`config.mk`:
```
export PLATFORM = sky130hd
export DESIGN_NAME = cmbr_front
export DESIGN_NICKNAME = d
export VERILOG_FILES = /design/src/rtl/cmbr_pkg.sv /design/src/rtl/cmbr_front.sv
export SDC_FILE = /design/constraint.sdc
export NUM_CORES = 1
export LEC_CHECK = 0
export ABC_AREA = 1
export BUFFER_PORTS_ARGS = -buffer_cell sky130_fd_sc_hd__buf_4
export CORE_ASPECT_RATIO = 1.1
export CORE_MARGIN = 1
export CORE_UTILIZATION = 46
export CTS_BUF_LIST = sky130_fd_sc_hd__clkbuf_4 sky130_fd_sc_hd__clkbuf_8 sky130_fd_sc_hd__clkbuf_16
export CTS_CLUSTER_SIZE = 20
export DETAILED_ROUTE_END_ITERATION = 8
export HOLD_SLACK_MARGIN = 0.02
export PLACE_DENSITY = 0.82
export SYNTH_ARGS = -nofsm -noshare
export SYNTH_HDL_FRONTEND = slang
export SYNTH_SLANG_ARGS = --single-unit
export TNS_END_PERCENT = 30
```
`constraint.sdc`:
```
create_clock -name clk -period 2.01 [get_ports clk]
set_input_delay 0.201 -clock clk [delete_from_list [all_inputs] [get_ports clk]]
set_output_delay 0.201 -clock clk [all_outputs]
set_load 0.03 [all_outputs]
```
`src/rtl/cmbr_pkg.sv`:
```
// Shared constants and types of the multi-tap feedback comb reverb.
// No dependencies; imported by every module of the block.
package cmbr_pkg;

	localparam int DEF_HISTORY_DEPTH = 4096;
	localparam int DEF_TAP_COUNT     = 3;
	localparam int DEF_SAMPLE_BITS   = 16;

	localparam int COEFF_W     = 16;
	localparam int DELAY_W     = 12;
	localparam int CFG_DATA_W  = 16;
	localparam int FRAC_SHIFT  = 15;
	localparam int HIST_GUARD  = 4;
	localparam int RECIP_SHIFT = 24;
	localparam int QUEUE_DEPTH = 4;
	localparam int MAX_TAPS    = 8;

	localparam int CFG_IDX_GAIN   = 0;
	localparam int CFG_IDX_DELAY0 = 1;

	localparam logic signed [COEFF_W-1:0] GAIN_RESET = 16'sd16384;

	localparam logic [DELAY_W-1:0] TAP_DELAY_RESET [MAX_TAPS] = '{
		12'd1009, 12'd2011, 12'd3001, 12'd0, 12'd0, 12'd0, 12'd0, 12'd0
	};

	localparam logic signed [COEFF_W-1:0] TAP_COEFF_RESET [MAX_TAPS] = '{
		16'sd13107, 16'sd9830, 16'sd6554, 16'sd0, 16'sd0, 16'sd0, 16'sd0, 16'sd0
	};

	typedef enum logic [1:0] {
		BK_IDLE,
		BK_TAP,
		BK_DRAIN
	} back_state_t;

endpackage

```
`src/rtl/cmbr_front.sv`:
```
// Front end of the comb reverb: takes sample beats and reduces each tap delay
// modulo the history depth. Depends on cmbr_pkg.
module cmbr_front #(
	parameter int HISTORY_DEPTH = cmbr_pkg::DEF_HISTORY_DEPTH,
	parameter int TAP_COUNT     = cmbr_pkg::DEF_TAP_COUNT,
	parameter int SAMPLE_BITS   = cmbr_pkg::DEF_SAMPLE_BITS
) (
	input  logic                              clk,
	input  logic                              arst_n,
	input  logic                              in_valid,
	output logic                              in_ready,
	input  logic signed [SAMPLE_BITS-1:0]     in_sample,
	input  logic [cmbr_pkg::DELAY_W-1:0]      tap_delay [TAP_COUNT],
	output logic                              push,
	input  logic                              push_ready,
	output logic [SAMPLE_BITS+TAP_COUNT*$clog2(HISTORY_DEPTH)-1:0] push_data
);
	import cmbr_pkg::*;

	localparam int ADDR_W = $clog2(HISTORY_DEPTH);
	// Reciprocal scaled by 2^RECIP_SHIFT, rounded up; exact quotient for 12-bit delays.
	localparam int RECIP  = (2**RECIP_SHIFT + HISTORY_DEPTH - 1) / HISTORY_DEPTH;
	localparam int PROD_W = RECIP_SHIFT + DELAY_W;
	localparam int QD_W   = DELAY_W + ADDR_W + 1;

	logic                     adv;
	logic                     valid_s1, valid_s2, valid_s3;
	logic signed [SAMPLE_BITS-1:0] x_s1, x_s2, x_s3;
	logic [PROD_W-1:0]        prod_s2 [TAP_COUNT];
	logic [ADDR_W-1:0]        dmod_s3 [TAP_COUNT];
	logic [QD_W-1:0]          rem     [TAP_COUNT];

	assign adv      = !valid_s3 || push_ready;
	assign in_ready = adv;
	assign push     = valid_s3;

	always_comb begin
		for (int i = 0; i < TAP_COUNT; i++) begin
			rem[i] = QD_W'(tap_delay[i])
				- QD_W'(prod_s2[i][RECIP_SHIFT +: DELAY_W]) * QD_W'(HISTORY_DEPTH);
		end
	end

	always_ff @(posedge clk or negedge arst_n) begin
		if (!arst_n) begin
			valid_s1 <= 1'b0;
			valid_s2 <= 1'b0;
			valid_s3 <= 1'b0;
		end else if (adv) begin
			valid_s1 <= in_valid;
			valid_s2 <= valid_s1;
			valid_s3 <= valid_s2;
		end
	end

	always_ff @(posedge clk) begin
		if (adv) begin
			x_s1 <= in_sample;
			x_s2 <= x_s1;
			x_s3 <= x_s2;
			for (int i = 0; i < TAP_COUNT; i++) begin
				prod_s2[i] <= PROD_W'(tap_delay[i]) * PROD_W'(RECIP);
				dmod_s3[i] <= rem[i][ADDR_W-1:0];
			end
		end
	end

	always_comb begin
		push_data = '0;
		push_data[SAMPLE_BITS-1:0] = x_s3;
		for (int i = 0; i < TAP_COUNT; i++) begin
			push_data[SAMPLE_BITS + i*ADDR_W +: ADDR_W] = dmod_s3[i];
		end
	end

endmodule

```
# Word-level counts from Yosys, hierarchy flattened
# Memory sizes are Yosys's and may differ from the RTL's.
# Index checks and enable logic that the tools add are counted.
op_classes:
  n_mux: 2
  reduce_logical: 2
  addsub: 3
op_table:
  columns: ["op", "n"]
  rows:
  - ["$sub 12x1->12 const B", 3]
  - ["$mux 1", 2]
  - ["$logic_not 1->1", 1]
  - ["$logic_or 1x1->1", 1]
totals:
  out_inout_bits: 54
  mem_count: 1
  ram_bits: 36
  wordCells: 14
  inputBits: 56
  ff_bits: 51
memory_table:
  columns: ["memory", "depth", "word_bits", "read_ports", "rd_ports_with_merged_regs", "write_ports", "line", "text"]
  rows:
  - ["dmod_s3", 3, 12, 3, 0, 3, "cmbr_front.sv:30", "logic [ADDR_W-1:0] dmod_s3 [TAP_COUNT];"]

# Depth between registers and ports, before layout
depth:
  word_depth: 4
  ltp_mapped: 4
  depth_no_buf: 4

# Worst setup path before layout
# OpenSTA, ideal clock, no wires.
synth_path:
  path_kind: "register -> register"
  from: "register valid_s3, in the netlist push"
  to: "memory dmod_s3[0][0] (netlist name), enable pin"
  n_path_buf: 0
  stages_incl_launch_ff: 2
  path_slack_ps: -103
  arrival_time_ps: 1700
  synth_period_minus_slack_ps: 2113
  required_time_ps: 1598
  setup_ps: 412
  path_cell_list: "dfrtp_1 -> nand2_2"
synth_rtl:
  columns: ["item", "line", "text"]
  rows:
  - ["start, declared", "cmbr_front.sv:27", "logic valid_s1, valid_s2, valid_s3;"]
  - ["start signal, assigned", "cmbr_front.sv:52", "valid_s3 <= valid_s2;"]
  - ["end, declared", "cmbr_front.sv:30", null]

# Worst setup path in the final report
layout_path:
  from: "register valid_s3, in the netlist push"
  to: "output in_ready"
layout_between:
  elab_chain_len: 2
layout_rtl:
  columns: ["item", "line", "text"]
  rows:
  - ["$logic_not 1->1", "cmbr_front.sv:33", "assign adv = !valid_s3 || push_ready;"]
  - ["$logic_or 1x1->1", "cmbr_front.sv:33", null]
  - ["end, declared", "cmbr_front.sv:11", "output logic in_ready,"]
# No other way between the ends.

==> flow_summary_export.csv <==
group,metric,value,unit
status,outcome,"finished, final reports clean",
clocking,cts.clk_slew.worst_paths,0.08,ns
pwr,power.density,1220,nW/um^2
global_routing,overflow,0,
pwr,ir_worst_vdd,0.749,mV
floorplanning,io-pin-count,110,
cells_and_area,syn_to_final_growth,47.2,%
job,drv_cap,0,
timing,max_slew.worst_pin.slew,0.237,ns
hold_path,hold_path_class,"input port to flop",
placement,pre_cts_slack,0.778,ns
worst_setup_path,path_max_fanout,15,
worst_setup_path,path_delay_family,"flip-flops",
worst_setup_path,required,1.81,ns
routing,firstDrtPassIters,6,
placement,numPortBuffers,109,
routing,drcViolationCount,0,
worst_setup_path,arrival,1.22,ns
floorplanning,die_h,81.5,um
cells_and_area,n_fill_cell,355,
clocking,postCtsSetupBuffers,0,
synthesis,syn-num-nets,153,
timing,slew_violations,0,
clocking,cts_buffers,9,
cells_and_area,layout-drive-gt1-share,0.534,
synthesis,yosysWarningCount,0,
cells_and_area,final_net_count,285,
worst_setup_path,critPathBufInv,1,
floorplanning,die_area,6050,um^2
routing,drt_iter0_markers,47,
cells_and_area,fin_cells,309,
routing,drtAntennaViolNets,0,
synthesis,syn_area_per_cell,27.2,um^2
timing,fmax,704,MHz
placement,finalWeightedCongestion,0.693,
worst_setup_path,worst_setup_path_start_kind,"flop",
synthesis,ys_ff_latch,87,
floorplanning,coreArea,5470,um^2
global_routing,grt_usage,0.140,
clocking,htree_num_levels,3,
timing,finalClockSkew,0.00572,ns
worst_setup_path,crit_type,"flop to primary output",
cells_and_area,antennaDiodeCount,0,
timing,rsz0062_at_grt,"no",
routing,vias_per_cell,4.36,
placement,place_inst,283,
timing,worst_slack,0.589,ns
synthesis,ys_seq_area_frac,0.984,
cells_and_area,final_util,0.711,
synthesis,ys_types,6,
placement,hpwl,2.96,mm
clocking,max-clock-path-buffers,2,
pwr,leakage,1.60,nW
timing,finalSetupViolCount,0,
floorplanning,die_w,74.2,um
global_routing,grt_max_degree,39,
worst_setup_path,path_cells,"nand2_4 > buf_4",
routing,wl,4.27,mm
synthesis,syn-cell-area,2640,um^2
clocking,insertion_delay,0.33,ns
worst_setup_path,critPathSlowestCell,"dfrtp_1",
floorplanning,floorplan.initialDensity,0.483,
timing,whs,0.0368,ns
synthesis,synth_cells,97,
clocking,clock-sinks,87,
routing,routedWlPerCell,13.8,um
timing,setup-tns-final,0,ns
timing,relSlewSlack,0.842,
clocking,root_buffer,"clkbuf_8",
timing,fin_crit,1.42,ns
timing,fin_crit_sh,0.707,
timing,hold_violations,0,
clocking,cts_tree,"built",
global_routing,antenna_found_initial,0,
global_routing,grt_pass1_vias,1272,
global_routing,grt_pass1_wl,5.78,mm
worst_setup_path,max_stage_delay,0.44,ns
routing,num_vias,1347,
floorplanning,num_rows,28,
worst_setup_path,end_kind,"primary output",
==> cell usage after synthesis <==
| cell | instances | area share |
|---|---|---|
| nand3_1 | 2 | 0.0038 |
| nand2_2 | 1 | 0.0024 |
| nand2_1 | 5 | 0.0071 |
| edfxtp_1 | 84 | 0.96 |
| inv_1 | 2 | 0.0028 |
| dfrtp_1 | 3 | 0.028 |
==> repair_timing <==
| action | 4_1_cts | 5_1_grt |
|---|---|---|
| hold endpoints to repair | 3 | 9 |
| hold buffers | 1 | 9 |
| resized for setup | 0 | 0 |
==> flip-flops by register name, summed over array words and instances (netlist names) <==
register / count
x_s1: 16
push: 1
dmod_s3: 36
x_s2: 16
x_s3: 16
valid_s1: 1
valid_s2: 1
==> kinds of logic (layout without fill, tap and decap cells) <==
kind of cell | count (synthesis) | after routing | synth area share
simple gates | 8 | 8 | 0.0133
buf+inv | 2 | 139 | 0.00284
flops | 87 | 87 | 0.984
==> final timing paths <==
kind | startpoint | to | slack, ns | cells past startpoint
max | push$_DFFE_PN0P_ | in_ready | 0.59 | 2
min | tap_delay[22] | dmod_s3[0][22]$_DFFE_PP_ | 0.04 | 1
max reg2reg | push$_DFFE_PN0P_ | dmod_s3[0][13]$_DFFE_PP_ | 0.77 | 2
min reg2reg | x_s2[10]$_DFFE_PP_ | x_s3[10]$_DFFE_PP_ | 0.42 | 0
max in group asynchronous | arst_n | valid_s2$_DFFE_PN0P_ | 1.72 | 2
min in group asynchronous | arst_n | push$_DFFE_PN0P_ | 0.20 | 2
==> cell type report <==
cell class | instances | area [um^2] | share of cell area
Multi-Input combinational cell | 8 | 40.0 | 0.0103
Sequential cell | 87 | 2600 | 0.669
Clock buffer | 9 | 124 | 0.0319
Tap cell | 75 | 93.8 | 0.0242
Clock inverter | 7 | 63.8 | 0.0164
Timing Repair Buffer | 121 | 958 | 0.247
Inverter | 2 | 7.51 | 0.00193
==> layout by cell type, fill, tap and decap left out <==
master and n:
clkinv_1 3, dlygate4sd3_1 10, clkbuf_8 9, clkinv_2 1, bufinv_16 1, buf_4 109
nand2_1 5, dfrtp_1 3, edfxtp_1 84, nand3_1 2, inv_1 2, nand2_4 1
clkinv_4 2, buf_12 2
==> metrics by stage <==
step,area [um^2],total power (W)
after floorplan,2650,0.00318
after global placement,3600,0.00364
after detailed placement,3600,0.00369
after CTS,3790,0.00480
after global routing,3880,0.00495
final,3880,0.00475
==> layer usage <==
layer,track usage,share of wire
met2,0.245,0.53
met1,0.136,0.35
met3,0.0491,0.087
met4,0.0962,0.026
met5,0,0
==> report_power, final <==
part           switching [W]  internal [W]  leakage [nW]
Combinational       0.000696      0.000383         0.622
Sequential          0.000107       0.00246         0.887
Clock               0.000544      0.000563        0.0957
Note: power is estimated with default switching activity, not from simulation.
