File: config.mk
export PLATFORM = sky130hd
export DESIGN_NAME = cmbr_fifo
export DESIGN_NICKNAME = d
export VERILOG_FILES = /design/src/rtl/cmbr_pkg.sv /design/src/rtl/cmbr_fifo.sv
export SDC_FILE = /design/constraint.sdc
export NUM_CORES = 1
export LEC_CHECK = 0
export BUFFER_PORTS_ARGS = -buffer_cell sky130_fd_sc_hd__buf_2
export CELL_PAD_IN_SITES_DETAIL_PLACEMENT = 0
export CELL_PAD_IN_SITES_GLOBAL_PLACEMENT = 1
export CORE_ASPECT_RATIO = 0.75
export CORE_MARGIN = 4
export CORE_UTILIZATION = 48
export DETAILED_ROUTE_END_ITERATION = 16
export PLACE_DENSITY_LB_ADDON = 0.1
export SETUP_SLACK_MARGIN = 0.5
export SYNTH_ARGS = -nofsm -noshare
export SYNTH_HDL_FRONTEND = slang
export SYNTH_SLANG_ARGS = --single-unit
File: constraint.sdc
create_clock -name clk -period 3.95 [get_ports clk]
set_input_delay 0.1975 -clock clk [delete_from_list [all_inputs] [get_ports clk]]
set_output_delay 0.1975 -clock clk [all_outputs]
set_load 0.01 [all_outputs]
File: src/rtl/cmbr_pkg.sv
// Shared constants and types of the multi-tap feedback comb reverb.
// No dependencies; imported by every module of the block.
package cmbr_pkg;

	localparam int DEF_HISTORY_DEPTH = 4096;
	localparam int DEF_TAP_COUNT     = 3;
	localparam int DEF_SAMPLE_BITS   = 16;

	localparam int COEFF_W     = 16;
	localparam int DELAY_W     = 12;
	localparam int CFG_DATA_W  = 16;
	localparam int FRAC_SHIFT  = 15;
	localparam int HIST_GUARD  = 4;
	localparam int RECIP_SHIFT = 24;
	localparam int QUEUE_DEPTH = 4;
	localparam int MAX_TAPS    = 8;

	localparam int CFG_IDX_GAIN   = 0;
	localparam int CFG_IDX_DELAY0 = 1;

	localparam logic signed [COEFF_W-1:0] GAIN_RESET = 16'sd16384;

	localparam logic [DELAY_W-1:0] TAP_DELAY_RESET [MAX_TAPS] = '{
		12'd1009, 12'd2011, 12'd3001, 12'd0, 12'd0, 12'd0, 12'd0, 12'd0
	};

	localparam logic signed [COEFF_W-1:0] TAP_COEFF_RESET [MAX_TAPS] = '{
		16'sd13107, 16'sd9830, 16'sd6554, 16'sd0, 16'sd0, 16'sd0, 16'sd0, 16'sd0
	};

	typedef enum logic [1:0] {
		BK_IDLE,
		BK_TAP,
		BK_DRAIN
	} back_state_t;

endpackage

File: src/rtl/cmbr_fifo.sv
// Short queue between the front and the back of the comb reverb.
// Depends on cmbr_pkg for its default depth.
module cmbr_fifo #(
	parameter int WIDTH = cmbr_pkg::DEF_SAMPLE_BITS,
	parameter int DEPTH = cmbr_pkg::QUEUE_DEPTH
) (
	input  logic             clk,
	input  logic             arst_n,
	input  logic             push,
	input  logic [WIDTH-1:0] push_data,
	output logic             push_ready,
	input  logic             pop,
	output logic             pop_valid,
	output logic [WIDTH-1:0] pop_data
);
	import cmbr_pkg::*;

	localparam int PTR_W = (DEPTH > 1) ? $clog2(DEPTH) : 1;
	localparam int CNT_W = $clog2(DEPTH + 1);

	logic [WIDTH-1:0] entry_q [DEPTH];
	logic [PTR_W-1:0] wr_ptr_q, rd_ptr_q;
	logic [CNT_W-1:0] cnt_q;
	logic             do_push, do_pop;

	assign push_ready = cnt_q != CNT_W'(DEPTH);
	assign pop_valid  = cnt_q != '0;
	assign do_push    = push && push_ready;
	assign do_pop     = pop && pop_valid;
	assign pop_data   = entry_q[rd_ptr_q];

	always_ff @(posedge clk or negedge arst_n) begin
		if (!arst_n) begin
			wr_ptr_q <= '0;
			rd_ptr_q <= '0;
			cnt_q    <= '0;
		end else begin
			if (do_push) begin
				wr_ptr_q <= (wr_ptr_q == PTR_W'(DEPTH - 1)) ? '0 : wr_ptr_q + 1'b1;
			end
			if (do_pop) begin
				rd_ptr_q <= (rd_ptr_q == PTR_W'(DEPTH - 1)) ? '0 : rd_ptr_q + 1'b1;
			end
			if (do_push && !do_pop) begin
				cnt_q <= cnt_q + 1'b1;
			end else if (do_pop && !do_push) begin
				cnt_q <= cnt_q - 1'b1;
			end
		end
	end

	always_ff @(posedge clk) begin
		if (do_push) begin
			entry_q[wr_ptr_q] <= push_data;
		end
	end

endmodule

# After elaboration in Yosys (flattened, before gate mapping)

Memories as Yosys holds them, arrays and structs flattened.
Cells that the tools add are included.

$add $sub $neg: 4
Equal/unequal tests: 3
Mux-type cells: 6
Reduce and logical (&&, ||, !) cells: 8

Operators by type and width:

| kind                                             | number |
|---|---|
| two-way mux 3 bit                                | 2 |
| adder 2 x 1 -> 2 bit, second input constant      | 2 |
| equality test 2 bit, second input constant       | 2 |
| logical AND 1 bit                                | 4 |
| two-way mux 2 bit                                | 2 |
| adder 3 x 1 -> 3 bit, second input constant      | 1 |
| != test 3 bit, second input constant             | 1 |
| nonzero test 3 bit                               | 1 |
| subtractor 3 x 1 -> 3 bit, second input constant | 1 |
| logical NOT 1 bit                                | 2 |
| two-way mux 1 bit                                | 2 |
| nonzero test 2 bit                               | 1 |

Register bits after elaboration: 7
Memory bits (writable): 64
Memories: 1

Memories:

| name    | depth | bits a word | read ports | clocked after memory_dff | wr ports | RTL line        | text |
|---|---|---|---|---|---|---|---|
| entry_q | 4     | 16          | 1          | 0                        | 1        | cmbr_fifo.sv:21 | `logic [WIDTH-1:0] entry_q [DEPTH];` |

# Logic depth before layout (Yosys ltp)

Depth after elaboration: 6
Gate-level depth with buffers: 8
Mapped depth without buffers: 8

# Least setup slack after synthesis

OpenSTA, ideal clock, no wires.

Path kind: register to register
Start point: register cnt_q[0]
End point: register cnt_q[2]
Library setup time: 0.079 ns
Data arrival time: 2.019 ns
Data required time: 3.871 ns
Slack: 1.852 ns
Stages on the path, launching flop included: 9
Cell sequence: dfrtp_1 > or3_2 > nand2_1 > ha_1 > inv_1 > fa_1 > xor2_1 > nor2_1 > xor2_1

Longest elaborated chain between the ends: 5

Ends and longest elaborated chain:

| item                                                           | RTL line        | text |
|---|---|---|
| start, declared                                                | cmbr_fifo.sv:23 | `logic [CNT_W-1:0] cnt_q;` |
| start signal, assigned                                         | cmbr_fifo.sv:45 | `cnt_q <= cnt_q + 1'b1;` |
| start signal, assigned                                         | cmbr_fifo.sv:47 | `cnt_q <= cnt_q - 1'b1;` |
| nonzero test 3 bit *                                           | cmbr_fifo.sv:27 | `assign pop_valid = cnt_q != '0;` |
| via pop_valid                                                  | cmbr_fifo.sv:13 | `output logic pop_valid,` |
| logical AND 1 bit *                                            | cmbr_fifo.sv:29 | `assign do_pop = pop && pop_valid;` |
| logical NOT 1 bit                                              | cmbr_fifo.sv:44 | `if (do_push && !do_pop) begin` |
| logical AND 1 bit                                              | cmbr_fifo.sv:44 |  |
| two-way mux 3 bit / nonzero test 2 bit (equally long branches) | n/a             |  |

The timed path passes the listed nets; every way through them passes the cells marked *. The select of a mux whose other input is x is not followed.
A chain may end at the register's enable or synchronous reset.

# Worst setup path after layout

Start point: register rd_ptr_q[0]
End point: output port pop_data[2]

Longest elaborated chain between the ends: 1

Ends and longest elaborated chain:

| item                   | RTL line        | text |
|---|---|---|
| start, declared        | cmbr_fifo.sv:22 | `logic [PTR_W-1:0] wr_ptr_q, rd_ptr_q;` |
| start signal, assigned | cmbr_fifo.sv:42 | `rd_ptr_q <= (rd_ptr_q == PTR_W'(DEPTH - 1)) ? '0 : rd_ptr_q + 1'b1;` |
| memory (4 x 16 bit)    | n/a             |  |
| end, declared          | cmbr_fifo.sv:14 | `output logic [WIDTH-1:0] pop_data` |

Every way passes these cells.

==> results.toml <==
[route]
num_vias = 1247
ant_nets = 0
post-route-drc-count = 0
detail_route.wirelength_mm = 4.451
drt_iter0_drc = 44
drtPass1Iterations = 4
wl_per_cell_um = 18.09
vias_per_cell = 5.069

[synthesis]
synth_top_cell_area_share_pct = 69.95
ys_top_cells_by_count = "64 x edfxtp_1, 16 x mux4_2, 7 x dfrtp_1"
syn_inst = 120
synth_area_leaders = "edfxtp_1 70%, mux4_2 13%, dfrtp_1 6.4%, ha_1 2.7%, mux2_2 1.2%"
synth-seq-cells = 71
yosys_warnings = 0
syn-cell-area_sq_um = 2748
netlist-cell-type-count = 19
synth_most_common_cell = "edfxtp_1"
yosys.area.top_type = "edfxtp_1"
synth_ff_type = "edfxtp_1"
ys_seq_area_share_pct = 76.32
syn-num-nets = 147
async_flop_share_pct = 9.859
synth_edf_count = 64
syn_avg_cell_area_sq_um = 22.90

[power_and_ir_drop]
p_int_w = 0.001810
p_leak_nw = 1.183
power_switching_w = 0.0007004
clkPwrFrac_pct = 27.6
pwr-share-comb_pct = 27.4
switching_share_pct = 27.89
power.density_nw_per_um2 = 768.0
peakVddDrop_uv = 373.2
power.share.sequential_pct = 45.0

[final_layout]
num-fill-cells = 391
drive_gt1_share_pct = 47.37
fin_nets = 193
post-route-util_pct = 60.11
syn2layout_area_growth_pct = 18.99
antennaDiodeCount = 0
stdcell_area_sq_um = 3269

[setup_path]
crit_type = "flip-flop to output pin"
critPathCaptureType = "output pin"
worstPathCellList = "buf_4 > mux4_2 > buf_2"
start_kind = "flip-flop"
worstPathArrival_ns = 2.15
crit_slowest_cell = "dfrtp_1"
worstPathMaxFanout = 13
rr_worst_depth = 8
worstPathRequired_ns = 3.75
crit_path_max_incr_delay_ns = 0.81

[clock_network]
clkLatencyLatePin_ns = 0.33
cts-resized-gates = 0
clk_pin_slew_ns = 0.07
cts_tree = "done"
cts_max_path_buffers = 2
numCtsBuffers = 9
cts.sinks = 71
post-cts-setup-buffers = 0
ctsRootBufferMaster = "clkbuf_8"
h-tree-depth = 3
cts_hold_buf = 1

[status]
status = "completed"

[sta]
fin_setup_tns_ns = 0
rsz0062_at_grt = "false"
finalHoldViolCount = 0
finClkSkew_ns = 0.006914
timing.final.crit_share_pct = 59.49
slew_viol_final = 0
setup-violations-final = 0
worst_pin_slew_ns = 0.8249
timing.final.crit_period_ns = 2.350
relSlewSlack_pct = 45.01
max_freq_ghz = 0.4256

[global_route]
grtUsageMet3_pct = 7.984
grt_pass1_vias = 1312
use_met2_pct = 23.66
overflow = 0
grt_pass1_wl_mm = 6.955
busiest_layer = "met2"
antenna_found_initial = 0
gr-usage-met1_pct = 17.46
grt_max_degree = 19
grt_usage_pct = 14.68

[floorplan]
dieArea_sq_um = 7011
io_pins = 38
die_w_um = 95.37
core_area_sq_um = 5439
core.rowCount = 23
die_h_um = 73.52
initial_core_util_pct = 50.52

[placement]
dpl_cell_area_sq_um = 3013
portBuffers = 37
gp_congestion = 0.6652

[min_path]
holdPathStages = 1
hold_class = "input pin to flip-flop"

[flow_run]
cap_viol_max_count = 0
[critical path: cells and delay by family (launching register included)]
| family | cells | cell delay [ns] |
|---|---|---|
| flops | 1 | 0.81 |
| mux | 1 | 0.52 |
| buf+inv | 2 | 0.49 |
[area by class of cell]
| cell class | count | area [sq um] | area share [%] |
|---|---|---|---|
| well taps | 75 | 93.84 | 2.870 |
| clock inverters | 5 | 105.1 | 3.215 |
| flip-flops and latches | 71 | 2097 | 64.14 |
| inverters | 3 | 11.26 | 0.3444 |
| repair buffers | 39 | 202.7 | 6.200 |
| multi-input cells | 42 | 618.1 | 18.91 |
| clock buffers | 11 | 141.4 | 4.325 |
[worst paths after layout]
kind,to,from,slack (ns)
worst min-delay path,entry_q[1][3],push_data[3],0.07
worst max-delay path,pop_data[2],rd_ptr_q[0],1.60
min in group asynchronous,wr_ptr_q[1],arst_n,0.22
max in group asynchronous,rd_ptr_q[0],arst_n,3.57
worst min register to register,cnt_q[2],cnt_q[2],0.50
worst max register to register,cnt_q[2],cnt_q[0],1.73
[cells in the final DEF (no fill, tap or decap)]
cell type and count:
ha_1 6, mux4_2 16, fa_1 1, edfxtp_1 64, or3_2 1, and2_4 1, mux2_4 2, xor2_1 2
or3b_4 1, dlygate4sd3_1 1, and3_2 4, clkinvlp_4 2, nor2_1 3, dfrtp_1 7, buf_4 1, buf_2 37
mux2_2 3, nand2_1 1, clkbuf_8 10, bufinv_16 3, clkbuf_1 1, inv_1 3, xnor2_1 1
[through the flow]
stage                     setup WS, ns  power, W  instances  hold WS, ns
final                            1.600  0.002511        246      0.06859
after floorplan                  1.852  0.001603        120     -0.09809
after global placement           1.854  0.001827        229      0.04030
after detailed placement         1.725  0.001857        229      0.03753
after CTS                        1.505  0.002555        246      0.05040
after global routing             1.388  0.002668        246      0.04881
[kinds of logic (layout without fill, tap and decap cells)]
logic type | after synthesis | after routing | share of synthesized area (%)
XOR/XNOR | 3 | 3 | 0.9565
adder cells (fa/ha/maj) | 7 | 7 | 3.461
buffers and inverters | 7 | 58 | 1.184
flip-flops | 71 | 71 | 76.32
multiplexers | 21 | 21 | 15.44
AND/OR/NAND/NOR | 11 | 11 | 2.641
[sequential cells by signal (all words and copies together) (netlist names)]
name	cells
wr_ptr_q	2
rd_ptr_q	2
entry_q	64
cnt_q	3
[routing by layer]
metal,share of wire (%),vias to the layer above
li1,-,576
met1,41,635
met2,52,34
met3,7.0,2
met4,0.31,0
met5,0,-
[power by group through the flow]
| stage | Clock (W) | Combinational (W) | Sequential (W) |
|---|---|---|---|
| CTS | 0.000708 | 0.000709 | 0.00114 |
| global placement | 0 | 0.000687 | 0.00114 |
| floorplan | 0 | 0.000541 | 0.00106 |
| global route | 0.000749 | 0.000764 | 0.00115 |
| detailed placement | 0 | 0.000704 | 0.00115 |
| finish | 0.000692 | 0.000689 | 0.00113 |
Note: power is estimated with default switching activity, not from simulation.
